===== config.mk =====
export PLATFORM = sky130hd
export DESIGN_NAME = two_section_biquad_cascade
export DESIGN_NICKNAME = d
export VERILOG_FILES = /design/src/hw/rtl/bq2_pkg.sv /design/src/hw/rtl/two_section_biquad_cascade.sv /design/src/hw/rtl/bq2_hist_mem.sv /design/src/hw/rtl/bq2_mac.sv
export SDC_FILE = /design/constraint.sdc
export NUM_CORES = 2
export LEC_CHECK = 0
export ABC_CLOCK_PERIOD_IN_PS = 13500
export BUFFER_PORTS_ARGS = -buffer_cell sky130_fd_sc_hd__clkbuf_2
export CAP_MARGIN = 20
export CORE_ASPECT_RATIO = 2
export CORE_MARGIN = 2
export CORE_UTILIZATION = 40
export DETAILED_ROUTE_END_ITERATION = 8
export GPL_TIMING_DRIVEN = 0
export HOLD_SLACK_MARGIN = 0.15
export PLACE_DENSITY_LB_ADDON = 0.25
export RECOVER_POWER = 25
export SYNTH_ARGS = -nofsm -noshare
export SYNTH_HDL_FRONTEND = slang
export SYNTH_SLANG_ARGS = --single-unit

===== constraint.sdc =====
create_clock -name clk -period 13.5 [get_ports clk]
set_clock_uncertainty 0.05 [all_clocks]
set_input_delay 0.675 -clock clk [delete_from_list [all_inputs] [get_ports clk]]
set_output_delay 0.675 -clock clk [all_outputs]
set_load 0.01 [all_outputs]

===== src/hw/rtl/bq2_pkg.sv =====
package bq2_pkg;

  localparam int CHANNELS_DEF = 8;
  localparam int ACC_W        = 40;
  localparam logic signed [31:0] GAIN_RESET = 32'sd268435456;

  typedef logic signed [ACC_W-1:0] acc_t;

  // Register indexes on the write port; the spare ones change nothing.
  typedef enum logic [2:0] {
    REG_GAIN,
    REG_FB1,
    REG_FF1,
    REG_FB2,
    REG_FF2,
    REG_SPARE5,
    REG_SPARE6,
    REG_SPARE7
  } reg_index_t;

  // One history row per channel: both delay words of both sections.
  typedef struct packed {
    logic signed [31:0] h2b;
    logic signed [31:0] h1b;
    logic signed [31:0] h2a;
    logic signed [31:0] h1a;
  } hist_row_t;

  typedef struct packed {
    logic signed [31:0] gain;
    logic signed [31:0] a1;
    logic signed [31:0] a2;
    logic signed [31:0] b1;
    logic signed [31:0] b2;
    logic signed [31:0] a3;
    logic signed [31:0] a4;
    logic signed [31:0] b3;
    logic signed [31:0] b4;
  } coef_t;

  // Product order through the shared multiplier.
  typedef enum logic [3:0] {
    STEP_GAIN,
    STEP_FB1_H1,
    STEP_FB1_H2,
    STEP_FF1_H1,
    STEP_FF1_H2,
    STEP_FB2_H1,
    STEP_FB2_H2,
    STEP_FF2_H1,
    STEP_FF2_H2
  } step_t;

  typedef struct packed {
    logic  issue;
    step_t step;
  } mac_ctl_t;

  function automatic logic signed [31:0] sat32(acc_t v);
    if (v[ACC_W-1:31] == {(ACC_W-31){v[ACC_W-1]}}) begin
      return v[31:0];
    end
    return v[ACC_W-1] ? 32'sh80000000 : 32'sh7fffffff;
  endfunction

  function automatic logic signed [23:0] sat24(acc_t v);
    if (v[ACC_W-1:23] == {(ACC_W-23){v[ACC_W-1]}}) begin
      return v[23:0];
    end
    return v[ACC_W-1] ? 24'sh800000 : 24'sh7fffff;
  endfunction

  function automatic acc_t ext32(logic signed [31:0] v);
    return {{(ACC_W-32){v[31]}}, v};
  endfunction

endpackage


===== src/hw/rtl/two_section_biquad_cascade.sv =====
// Two-section direct form II biquad cascade for up to CHANNELS interleaved
// audio channels. Each request carries a signed 24-bit sample and its channel;
// the result is the filtered sample, saturated to 24 bits, with the same
// channel, one result per request and in request order. A request reads the
// channel's history row, runs its products through the single shared 32x32
// multiplier (input gain, then four products per section), drains the multiplier
// register, then writes the history back and loads the output register. A
// second request waits in the input register while one is in the engine, and
// a finished result waits in the output register without holding up the engine
// until the next one is ready. Coefficients are signed Q4.28; the user must
// write them through the register port only while the block is idle; the block
// itself does not enforce this. Pair registers hold the first coefficient in
// bits 31..0 and the second in bits 63..32. History is all zero after reset
// through per-channel valid bits, so there is no clearing sweep. Channels at
// or above CHANNELS are filtered with zero history and leave no state.
module two_section_biquad_cascade #(
  parameter int CHANNELS = bq2_pkg::CHANNELS_DEF
) (
  input  logic               clk,
  input  logic               rst,
  input  logic               sample_valid,
  output logic               sample_stall,
  input  logic signed [23:0] sample_in,
  input  logic [2:0]         channel_in,
  output logic               result_valid,
  input  logic               result_stall,
  output logic signed [23:0] sample_out,
  output logic [2:0]         channel_out,
  input  logic               wr_en,
  input  logic [2:0]         wr_index,
  input  logic [63:0]        wr_data
);
  import bq2_pkg::*;

  typedef enum logic [1:0] {S_IDLE, S_MUL, S_DRAIN, S_DONE} state_t;

  coef_t              coef;
  state_t             state;
  step_t              step;

  // input register
  logic               buf_full;
  logic signed [23:0] buf_x;
  logic [2:0]         buf_ch;

  // request in the engine
  logic signed [23:0] cur_x;
  logic [2:0]         cur_ch;

  // output register
  logic               res_valid;
  logic signed [23:0] res_sample;
  logic [2:0]         res_ch;

  logic               take;
  logic               out_free;
  mac_ctl_t           mac_ctl;
  hist_row_t          hist;
  hist_row_t          wb_row;
  acc_t               acc;

  // configuration
  always_ff @(posedge clk) begin
    if (rst) begin
      // gain is the top word of the coefficient set, all pairs zero
      coef <= {GAIN_RESET, 256'd0};
    end else if (wr_en) begin
      unique case (wr_index)
        REG_GAIN: coef.gain <= wr_data[31:0];
        REG_FB1:  begin coef.a1 <= wr_data[31:0]; coef.a2 <= wr_data[63:32]; end
        REG_FF1:  begin coef.b1 <= wr_data[31:0]; coef.b2 <= wr_data[63:32]; end
        REG_FB2:  begin coef.a3 <= wr_data[31:0]; coef.a4 <= wr_data[63:32]; end
        REG_FF2:  begin coef.b3 <= wr_data[31:0]; coef.b4 <= wr_data[63:32]; end
        default:  ;
      endcase
    end
  end

  assign take         = (state == S_IDLE) && buf_full;
  assign out_free     = !res_valid || !result_stall;
  // the input register frees up in the same cycle the engine takes it
  assign sample_stall = buf_full && !take;

  assign result_valid = res_valid;
  assign sample_out   = res_sample;
  assign channel_out  = res_ch;

  always_ff @(posedge clk) begin
    if (rst) begin
      state     <= S_IDLE;
      step      <= STEP_GAIN;
      buf_full  <= 1'b0;
      res_valid <= 1'b0;
    end else begin
      if (sample_valid && !sample_stall) begin
        buf_full <= 1'b1;
        buf_x    <= sample_in;
        buf_ch   <= channel_in;
      end else if (take) begin
        buf_full <= 1'b0;
      end

      // a new result replaces the one leaving in the same cycle
      if ((state == S_DONE) && out_free) begin
        res_valid <= 1'b1;
      end else if (res_valid && !result_stall) begin
        res_valid <= 1'b0;
      end

      unique case (state)
        S_IDLE: begin
          if (buf_full) begin
            cur_x  <= buf_x;
            cur_ch <= buf_ch;
            step   <= STEP_GAIN;
            state  <= S_MUL;
          end
        end
        S_MUL: begin
          if (step == STEP_FF2_H2) begin
            state <= S_DRAIN;
          end else begin
            step <= step_t'(step + 4'd1);
          end
        end
        S_DRAIN: state <= S_DONE;
        S_DONE: begin
          // history write and result load happen together, so the next
          // read of the same channel always sees the new row
          if (out_free) begin
            res_sample <= sat24(acc);
            res_ch     <= cur_ch;
            state      <= S_IDLE;
          end
        end
        default: state <= S_IDLE;
      endcase
    end
  end

  assign mac_ctl.issue = (state == S_MUL);
  assign mac_ctl.step  = step;

  bq2_hist_mem #(
    .CHANNELS(CHANNELS)
  ) u_mem (
    .clk    (clk),
    .rst    (rst),
    .rd_en  (take),
    .rd_ch  (buf_ch),
    .rd_row (hist),
    .wr_en  ((state == S_DONE) && out_free),
    .wr_ch  (cur_ch),
    .wr_row (wb_row)
  );

  bq2_mac u_mac (
    .clk    (clk),
    .rst    (rst),
    .ctl    (mac_ctl),
    .x      (cur_x),
    .coef   (coef),
    .hist   (hist),
    .acc    (acc),
    .wb_row (wb_row)
  );

endmodule


===== src/hw/rtl/bq2_hist_mem.sv =====
module bq2_hist_mem #(
  parameter int CHANNELS = bq2_pkg::CHANNELS_DEF
) (
  input  logic              clk,
  input  logic              rst,
  input  logic              rd_en,
  input  logic [2:0]        rd_ch,
  output bq2_pkg::hist_row_t rd_row,
  input  logic              wr_en,
  input  logic [2:0]        wr_ch,
  input  bq2_pkg::hist_row_t wr_row
);
  import bq2_pkg::*;

  localparam int AW = (CHANNELS > 1) ? $clog2(CHANNELS) : 1;

  hist_row_t           mem [CHANNELS];
  logic [CHANNELS-1:0] vld;
  hist_row_t           rd_q;
  logic                rd_live;
  logic [AW-1:0]       rd_idx;
  logic [AW-1:0]       wr_idx;
  logic                rd_ok;
  logic                wr_ok;

  assign rd_idx = AW'(rd_ch);
  assign wr_idx = AW'(wr_ch);
  // channels past the store read as zero history and are never written
  assign rd_ok  = 32'(rd_ch) < CHANNELS;
  assign wr_ok  = 32'(wr_ch) < CHANNELS;

  always_ff @(posedge clk) begin
    if (wr_en && wr_ok) begin
      mem[wr_idx] <= wr_row;
    end
    if (rd_en && rd_ok) begin
      rd_q <= mem[rd_idx];
    end
  end

  always_ff @(posedge clk) begin
    if (rst) begin
      vld     <= '0;
      rd_live <= 1'b0;
    end else begin
      if (wr_en && wr_ok) begin
        vld[wr_idx] <= 1'b1;
      end
      if (rd_en) begin
        rd_live <= rd_ok && vld[rd_idx];
      end
    end
  end

  assign rd_row = rd_live ? rd_q : '0;

endmodule


===== src/hw/rtl/bq2_mac.sv =====
module bq2_mac (
  input  logic               clk,
  input  logic               rst,
  input  bq2_pkg::mac_ctl_t  ctl,
  input  logic signed [23:0] x,
  input  bq2_pkg::coef_t     coef,
  input  bq2_pkg::hist_row_t hist,
  output bq2_pkg::acc_t      acc,
  output bq2_pkg::hist_row_t wb_row
);
  import bq2_pkg::*;

  logic signed [31:0] a_op;
  logic signed [31:0] c_op;
  logic signed [63:0] prod;
  logic               p_live;
  step_t              p_step;
  acc_t               q;
  acc_t               acc_next;
  logic signed [31:0] w1;
  logic signed [31:0] w2;

  always_comb begin
    a_op = '0;
    c_op = '0;
    case (ctl.step)
      STEP_GAIN:   begin a_op = {{8{x[23]}}, x}; c_op = coef.gain; end
      STEP_FB1_H1: begin a_op = hist.h1a; c_op = coef.a1; end
      STEP_FB1_H2: begin a_op = hist.h2a; c_op = coef.a2; end
      STEP_FF1_H1: begin a_op = hist.h1a; c_op = coef.b1; end
      STEP_FF1_H2: begin a_op = hist.h2a; c_op = coef.b2; end
      STEP_FB2_H1: begin a_op = hist.h1b; c_op = coef.a3; end
      STEP_FB2_H2: begin a_op = hist.h2b; c_op = coef.a4; end
      STEP_FF2_H1: begin a_op = hist.h1b; c_op = coef.b3; end
      STEP_FF2_H2: begin a_op = hist.h2b; c_op = coef.b4; end
      default:     ;
    endcase
  end

  // product >>> 28, floor rounding
  assign q = {{(ACC_W-36){prod[63]}}, prod[63:28]};

  // each section starts from the saturated value of the one before
  always_comb begin
    case (p_step)
      STEP_GAIN:   acc_next = q;
      STEP_FB1_H1: acc_next = ext32(sat32(acc)) - q;
      STEP_FF1_H1: acc_next = ext32(sat32(acc)) + q;
      STEP_FB2_H1: acc_next = ext32(sat32(acc)) - q;
      STEP_FF2_H1: acc_next = ext32(sat32(acc)) + q;
      STEP_FB1_H2: acc_next = acc - q;
      STEP_FB2_H2: acc_next = acc - q;
      STEP_FF1_H2: acc_next = acc + q;
      STEP_FF2_H2: acc_next = acc + q;
      default:     acc_next = acc;
    endcase
  end

  always_ff @(posedge clk) begin
    if (rst) begin
      p_live <= 1'b0;
    end else begin
      p_live <= ctl.issue;
    end
    if (ctl.issue) begin
      prod   <= 64'(a_op) * 64'(c_op);
      p_step <= ctl.step;
    end
    if (p_live) begin
      acc <= acc_next;
      if (p_step == STEP_FF1_H1) begin
        w1 <= sat32(acc);
      end
      if (p_step == STEP_FF2_H1) begin
        w2 <= sat32(acc);
      end
    end
  end

  always_comb begin
    wb_row.h1a = w1;
    wb_row.h2a = hist.h1a;
    wb_row.h1b = w2;
    wb_row.h2b = hist.h1b;
  end

endmodule


== After elaboration in Yosys (flattened, before gate mapping) ==
Memory sizes are Yosys's and may differ from the RTL's. A register that Yosys moved wholly into a read port is not among the register bits.
Index checks and enable logic that the tools add are counted.
Widths: inputs -> output; s select.

* Flip-flop bits (word level): 559
* Memory bits (writable): 1024
* Input bits: 99
* Output and inout port bits: 29
* Logic and storage cells: 155
* Memories kept: 1

* Add/subtract/negate cells: 7
* $mul: 1
* $lt $le $gt $ge: 3
* Equality and inequality tests: 29
* Mux-type cells: 47
* Bitwise logic cells: 2
* Reduce and logical (&&, ||, !) cells: 38

{| class="wikitable"
|+ Memories
! name !! depth !! width !! read ports !! clocked after memory_dff !! write ports !! RTL line !! RTL
|-
| u_mem.mem || 8 || 128 || 1 || 1 || 1 || bq2_hist_mem.sv:17 || <nowiki>hist_row_t mem [CHANNELS];</nowiki>
|}

{| class="wikitable"
|+ Operators by type and width
! kind !! count
|-
| $mux 32 || 12
|-
| $pmux 32 s9 || 1
|-
| $pmux 40 s7 || 1
|-
| $pmux 32 s5 || 1
|-
| $mux 128 || 1
|-
| $add 32x36->37 || 2
|-
| $sub 32x36->37 || 2
|-
| $mux 24 || 3
|-
| $mul 32x32->64 || 1
|-
| $add 40x36->40 || 1
|-
| $sub 40x36->40 || 1
|-
| $eq 4x3->1 const B || 8
|-
| $mux 1 || 19
|-
| $reduce_and 2->1 || 9
|-
| $eq 16x16->1 || 1
|-
| $eq 4x2->1 const B || 4
|-
| $reduce_and 3->1 || 4
|-
| $reduce_or 2->1 || 6
|-
| $eq 4x1->1 const B || 2
|-
| $eq 4x4->1 const B || 2
|-
| $eq 8x8->1 || 1
|-
| $logic_not 4->1 || 2
|-
| $lt 3x4->1 const B || 2
|-
| $mux 4 || 2
|-
| other kinds (22) || 39
|}

== Longest topological paths before layout ==
* Depth after elaboration: 7
* Gate-level depth with buffers: 41
* Mapped depth without buffers: 36

== By module ==
From an unflattened synthesis, not the netlist that was laid out.

* Cell total of the unflattened synthesis: 8776
* Area total of the unflattened synthesis: 106238.1 sq um

{| class="wikitable"
|+ Modules (own cells, without submodules)
! module !! times used !! cells each !! area an instance (sq um) !! sequential area each (sq um)
|-
| bq2_mac || 1 || 5517 || 49493.7 || 4344.2
|-
| bq2_hist_mem || 1 || 1790 || 43513.0 || 34773.4
|-
| two_section_biquad_cascade || 1 || 1469 || 13231.4 || 8358.0
|}

== Worst setup path after synthesis ==
Ideal clock, no wire load.

* Path type: input port to flip-flop
* Start: input result_stall
* End: memory u_mem.mem[0][0] (netlist bit) (enable)
* Setup time: 0.774 ns
* Arrival: 9.794 ns
* Required time: 12.676 ns
* Path slack: 2.881 ns
* Cell stages on the path: 4
* Path buffers: 0
* Cells stage by stage: nand2_1 -> nand2_1 -> or2_2 -> nor3_1

* Word-level cells in the longest chain between the ends: 5

{| class="wikitable"
|+ Ends and longest elaborated chain
! what !! RTL line !! RTL
|-
| start: declaration || two_section_biquad_cascade.sv:26 || <nowiki>input logic result_stall,</nowiki>
|-
| $logic_not 1->1 || two_section_biquad_cascade.sv:80 || <nowiki>assign out_free = !res_valid || !result_stall;</nowiki>
|-
| $logic_or 1x1->1 || two_section_biquad_cascade.sv:80 ||
|-
| $logic_and 1x1->1 || two_section_biquad_cascade.sv:152 || <nowiki>.wr_en ((state == S_DONE) && out_free),</nowiki>
|-
| $mux 1 || bq2_hist_mem.sv:33 || <nowiki>if (wr_en && wr_ok) begin</nowiki>
|-
| $mux 1 (implied by the code) || bq2_hist_mem.sv:34 || <nowiki>mem[wr_idx] <= wr_row;</nowiki>
|-
| end: declaration || bq2_hist_mem.sv:17 ||
|}

Every way passes these cells.

== Worst setup path in the final report ==
* Start: register step[2]
* End: register u_mac.prod[61] (data pin)

* Word-level cells in the longest chain between the ends: 4
* Elaborated cells between the ends (all ways): 16
* Classes of those cells: 1 x mul; 8 x eq/ne; 2 x mux; 5 x reduce/logical

{| class="wikitable"
|+ Ends and longest elaborated chain
! what !! RTL line !! RTL
|-
| start: declaration || two_section_biquad_cascade.sv:39 || <nowiki>step_t step;</nowiki>
|-
| start signal: assignment || two_section_biquad_cascade.sv:123 || <nowiki>step <= step_t'(step + 4'd1);</nowiki>
|-
| $eq 4x4->1, or another cell as far along || bq2_mac.sv:26 || <nowiki>case (ctl.step)</nowiki>
|-
| $reduce_or 2->1 (no line) || - ||
|-
| $pmux 32 s5 || bq2_mac.sv:26 ||
|-
| $mul 32x32->64 (*) || bq2_mac.sv:66 || <nowiki>prod <= 64'(a_op) * 64'(c_op);</nowiki>
|-
| end signal: assignment || bq2_mac.sv:66 ||
|-
| end: declaration || bq2_mac.sv:15 || <nowiki>logic signed [63:0] prod;</nowiki>
|}

Every way passes the cells marked *; elsewhere a longest branch is shown, timed or not.
A chain may end at the register's enable or synchronous reset.

==> metrics.md <==
| Metric | Value |
|---|---|
| Fmax | 0.0742 GHz |
| Initial standard-cell utilization of the core | 40.1% |
| Net Count, Synth | 10,200 |
| Required arrival time at the worst endpoint | ~14,000 ps |
| Flop-to-flop setup slack | between 20 and 30 ps |
| Power Density | 179 nW/um^2 |
| Dominant cells by area after synthesis | sky130_fd_sc_hd__edfxtp_1 39%, sky130_fd_sc_hd__fa_1 21%, sky130_fd_sc_hd__dfxtp_1 5.8% |
| Outcome | complete, but fails checks |
| Number of clock buffers inserted by TritonCTS | ~160 |
| Largest family of logic cells by synthesized area | adder cells |
| Internal power of the cells | 11,800 uW |
| Number of synthesized register bits | about 1,700 |
| Worst slew pin tran | 2060 ps |
| Die Span X | 367 microns |
| Worst hold path class | in2reg |
| Area share of the largest cell type after synthesis | roughly two fifths |
| Post-layout min period | approximately 13,000 ps |
| Final Cycle Share | 99.8% |
| Clock network fraction of design power | 21.1% |
| Area of the placeable core | 262,000 sq um |
| Post-Place Cells | about 13,000 |
| Post-synthesis share of cell area spent on xor and xnor gates | under 10% |
| Relative area change from synthesis to final layout | 14.0% |
| Detail-routed via count per cell | 5.80 |
| Ys flop type | sky130_fd_sc_hd__edfxtp_1 |
| Post-Synthesis Cell Area | 105,000 sq um |
| Placement row count | 266 |
| Dpl cell area | ~110,000 sq um |
| Beginning of the worst register-to-register path | step[2] |
| Routability-driven placement congestion ratio | 1.09 |
| Routed WL | roughly 440,000 microns |
| Number of setup buffers added after CTS | 0 |
| Maximum single-stage delay on the critical path | 960 ps |
| Post-Syn Area per Cell | 12.1 sq um |
| Wire length of the first global-routing pass | 613,000 microns |
| Post-DRT Antenna Nets | 0 |
| Count of pins over their slew limit | ~70 |
| Clock network latency to the later pin of the worst-skew pair | 880 ps |
| Clock-pin slew on the worst setup and hold paths | 70 ps |
| Non-filler instance count after layout | 12,900 |
| Seq pwr share | 29.9% |
| Worst EP arrival | 13,920 ps |
| Max capacitance violation total | 2 |
| Number of top-level pins | 128 |
| Initial antenna violation count | 57 |
| Sink Count | 1,683 |
| Most frequent CP cell | sky130_fd_sc_hd__fa_1 |
| Layout Cell Area excl Fill | 120,000 sq um |
| Switch Pwr | around 9700 uW |
| Count of cell types in the netlist | 90 |
| Vias in the first global route | 78,700 |
| Die footprint | between 200,000 and 300,000 sq um |
| DIE HEIGHT | ~730 microns |
| Multiplexer share of the synthesized area | slightly above 7% |
| Via count | between 70,000 and 80,000 |
| Number of warnings issued by yosys | 0 |
| Slew HR | -37.5% |
| Remaining global-route overflow | 0 |
| Number of flops mapped to enable cells by yosys | 1,377 |
| Critical-path top delay cell | sky130_fd_sc_hd__clkbuf_1 |
| Max Buffers Root-to-Sink | 4 |
| Root Buffer Master | sky130_fd_sc_hd__clkbuf_16 |
| Detailed Place HPWL | roughly 350,000 microns |
| Async set or reset register ratio after synthesis | 0% |
| Gr usage total | around a third |
| Portion of total power attributed to combinational logic | 49.0% |
| Pleak | 0.0463 uW |
| Synthesized-area fraction occupied by ao, oa, aoi and oai cells | 7.42% |
| # DRC | 0 |
| Critical path fanouts, max | 10 |
| Worst vdd rail ir drop | 0.000175 V |
| Biggest area consumer among synthesized cells | sky130_fd_sc_hd__edfxtp_1 |
| CTS H-tree lvls | 4 |
| Pre-Repair DR Iteration Count | 7 |
| Routed len/inst | 34.2 microns |
| Ratio of cells with drive above 1 in the final layout | 11.7% |
| Leading cell type in the layout, fill and taps excluded | sky130_fd_sc_hd__edfxtp_1 |
| Worst setup path startpoint | step[2] |
| Commonest non-fill, non-tap cells in the layout | 1,377 x sky130_fd_sc_hd__edfxtp_1, 1,231 x sky130_fd_sc_hd__nand2_1, 1,136 x sky130_fd_sc_hd__inv_1 |
| Adder-Cell Fraction of Synth Area | 24.2% |
| Pin count of the biggest net entering global routing | 100 |
| Path type of the worst setup path | reg2reg |
| DRC marker count from the first detailed-route iteration | 7,212 |
| Final count of hold timing violations | 0 |
| Setup violation total in the final timing report | 0 |
| Basic-gate share of the synthesized area counting and, or, nand and nor cells | a little under a tenth |
| Number of instances in the synthesized netlist | 8,730 |
| Final nets | 10,800 |
| Endpoint class of the critical path | register |
| Failing checks | max-capacitance violations, max-slew violations |
| Clock tree from TritonCTS | done |
| Sequential cell area fraction in the yosys report | between 40% and 50% |
| Fraction of power spent switching nets | between 40% and 50% |
| Origin of the worst min-delay path | wr_data[37] |
| Crit start category | register |
| Count of port buffers added during placement | 126 |
## flip-flops by register name (all words and copies together) (netlist names)
signal,cells
u_mem.mem,1024
coef,288
u_mem.rd_q,128
u_mac.acc,40
u_mac.prod,36
u_mac.w1,32
u_mac.w2,32
buf_x,24
cur_x,24
sample_out,24
u_mem.vld,8
step,4
u_mac.p_step,4
buf_ch,3
channel_out,3
cur_ch,3
state,2
buf_full,1
result_valid,1
u_mac.p_live,1
u_mem.rd_live,1
## worst paths after layout
path	end	cells after the start
setup reg to reg	u_mac.prod[61]	31
hold reg to reg	cur_x[21]	0
setup / recovery	u_mac.prod[61]	31
hold / removal	coef[197]	3
## timing repair
item                                    CTS  global route
hold buffers                             88             0
hold endpoints to repair                293             0
endpoints found under the setup margin   21            10
gates resized for setup                  11            37
## routing by layer
metal / wire length (microns) / GRT usage [%] / vias to the layer above / part of all wire [%]
met5: 73 / 0 / - / 0.016
li1: - / - / 30800 / -
met1: 131000 / 31.1 / 38600 / 30
met3: 28800 / 7.56 / 1807 / 6.5
met2: 223000 / 57.7 / 3917 / 50
met4: 59800 / 35.8 / 12 / 14
## power groups by stage
stage          combinational [uW]  sequential, uW  clock [uW]
2_1_floorplan                5520            6330           0
3_3_place_gp                 9730            6550           0
3_5_place_dp                 9870            6500           0
4_1_cts                     10000            6400        4580
5_1_grt                     10900            6410        4750
6_report                    10500            6420        4520
## final cells by class
class | instances | area (sq um)
fill | 24300 | 142000
inverter | 1138 | 4270
buffer | 466 | 1840
timing repair buffer | 410 | 4780
clock inverter | 87 | 952
antenna | 49 | 123
clock buffer | 189 | 4100
multi-input combinational | 5441 | 52100
tap | 3484 | 4360
sequential | 1683 | 47500
## synthesized netlist by cell type, drive strengths merged (17+ instances only)
master and count:
a221oi 34, inv 1137, clkbuf 396, or2 21, nor3 39, a222oi 30
o21bai 30, mux4 258, a22o 40, a211oi 18, nand2 1232, o21a 20
and3 17, o21ai 129, mux2 133, nand3 82, nand2b 43, nand4 36
o31ai 21, and2 107, a21oi 465, a21o 92, xnor2 119, a31o 25
a22oi 147, nor2 645, xor2 38, buf 72, dfxtp 306, nor2b 37
a221o 20, ha 300, fa 1084, edfxtp 1377, a31oi 20
## through the flow
step	hold slack, ps	setup slack, ps	total power (uW)	TNS (ps)	utilization, %
2_1_floorplan	350	2880	11800	0	-
3_3_place_gp	358	-8060	16300	-2131410	42.0
3_5_place_dp	355	-627	16400	-5520	43.3
4_1_cts	150	66.7	21000	0	45.5
5_1_grt	165	-11.3	22100	-11.3	45.7
6_report	183	28.6	21400	0	45.8
## cells by family (layout without fill, tap and decap cells)
logic type	count (synthesis)	count (layout)
and+or+nand+nor	2309	2309
AOI/OAI and AO/OA	1186	1186
DFF	1683	1683
muxes	405	405
xor gates and xnor gates	157	157
buffers and inverters	1606	2290
adders and majority gates	1384	1384
other	0	49
## worst max-delay path: cells and delay by family, from the launching register on
family	cells	cell delay (ps)
multiplexers	1	590
flip-flops	1	330
adder cells (fa/ha/maj)	9	4640
AND/OR/NAND/NOR	10	2920
buffers and inverters	6	2590
AO/OA/AOI/OAI	5	1960
(Power assumes the default switching activity.)
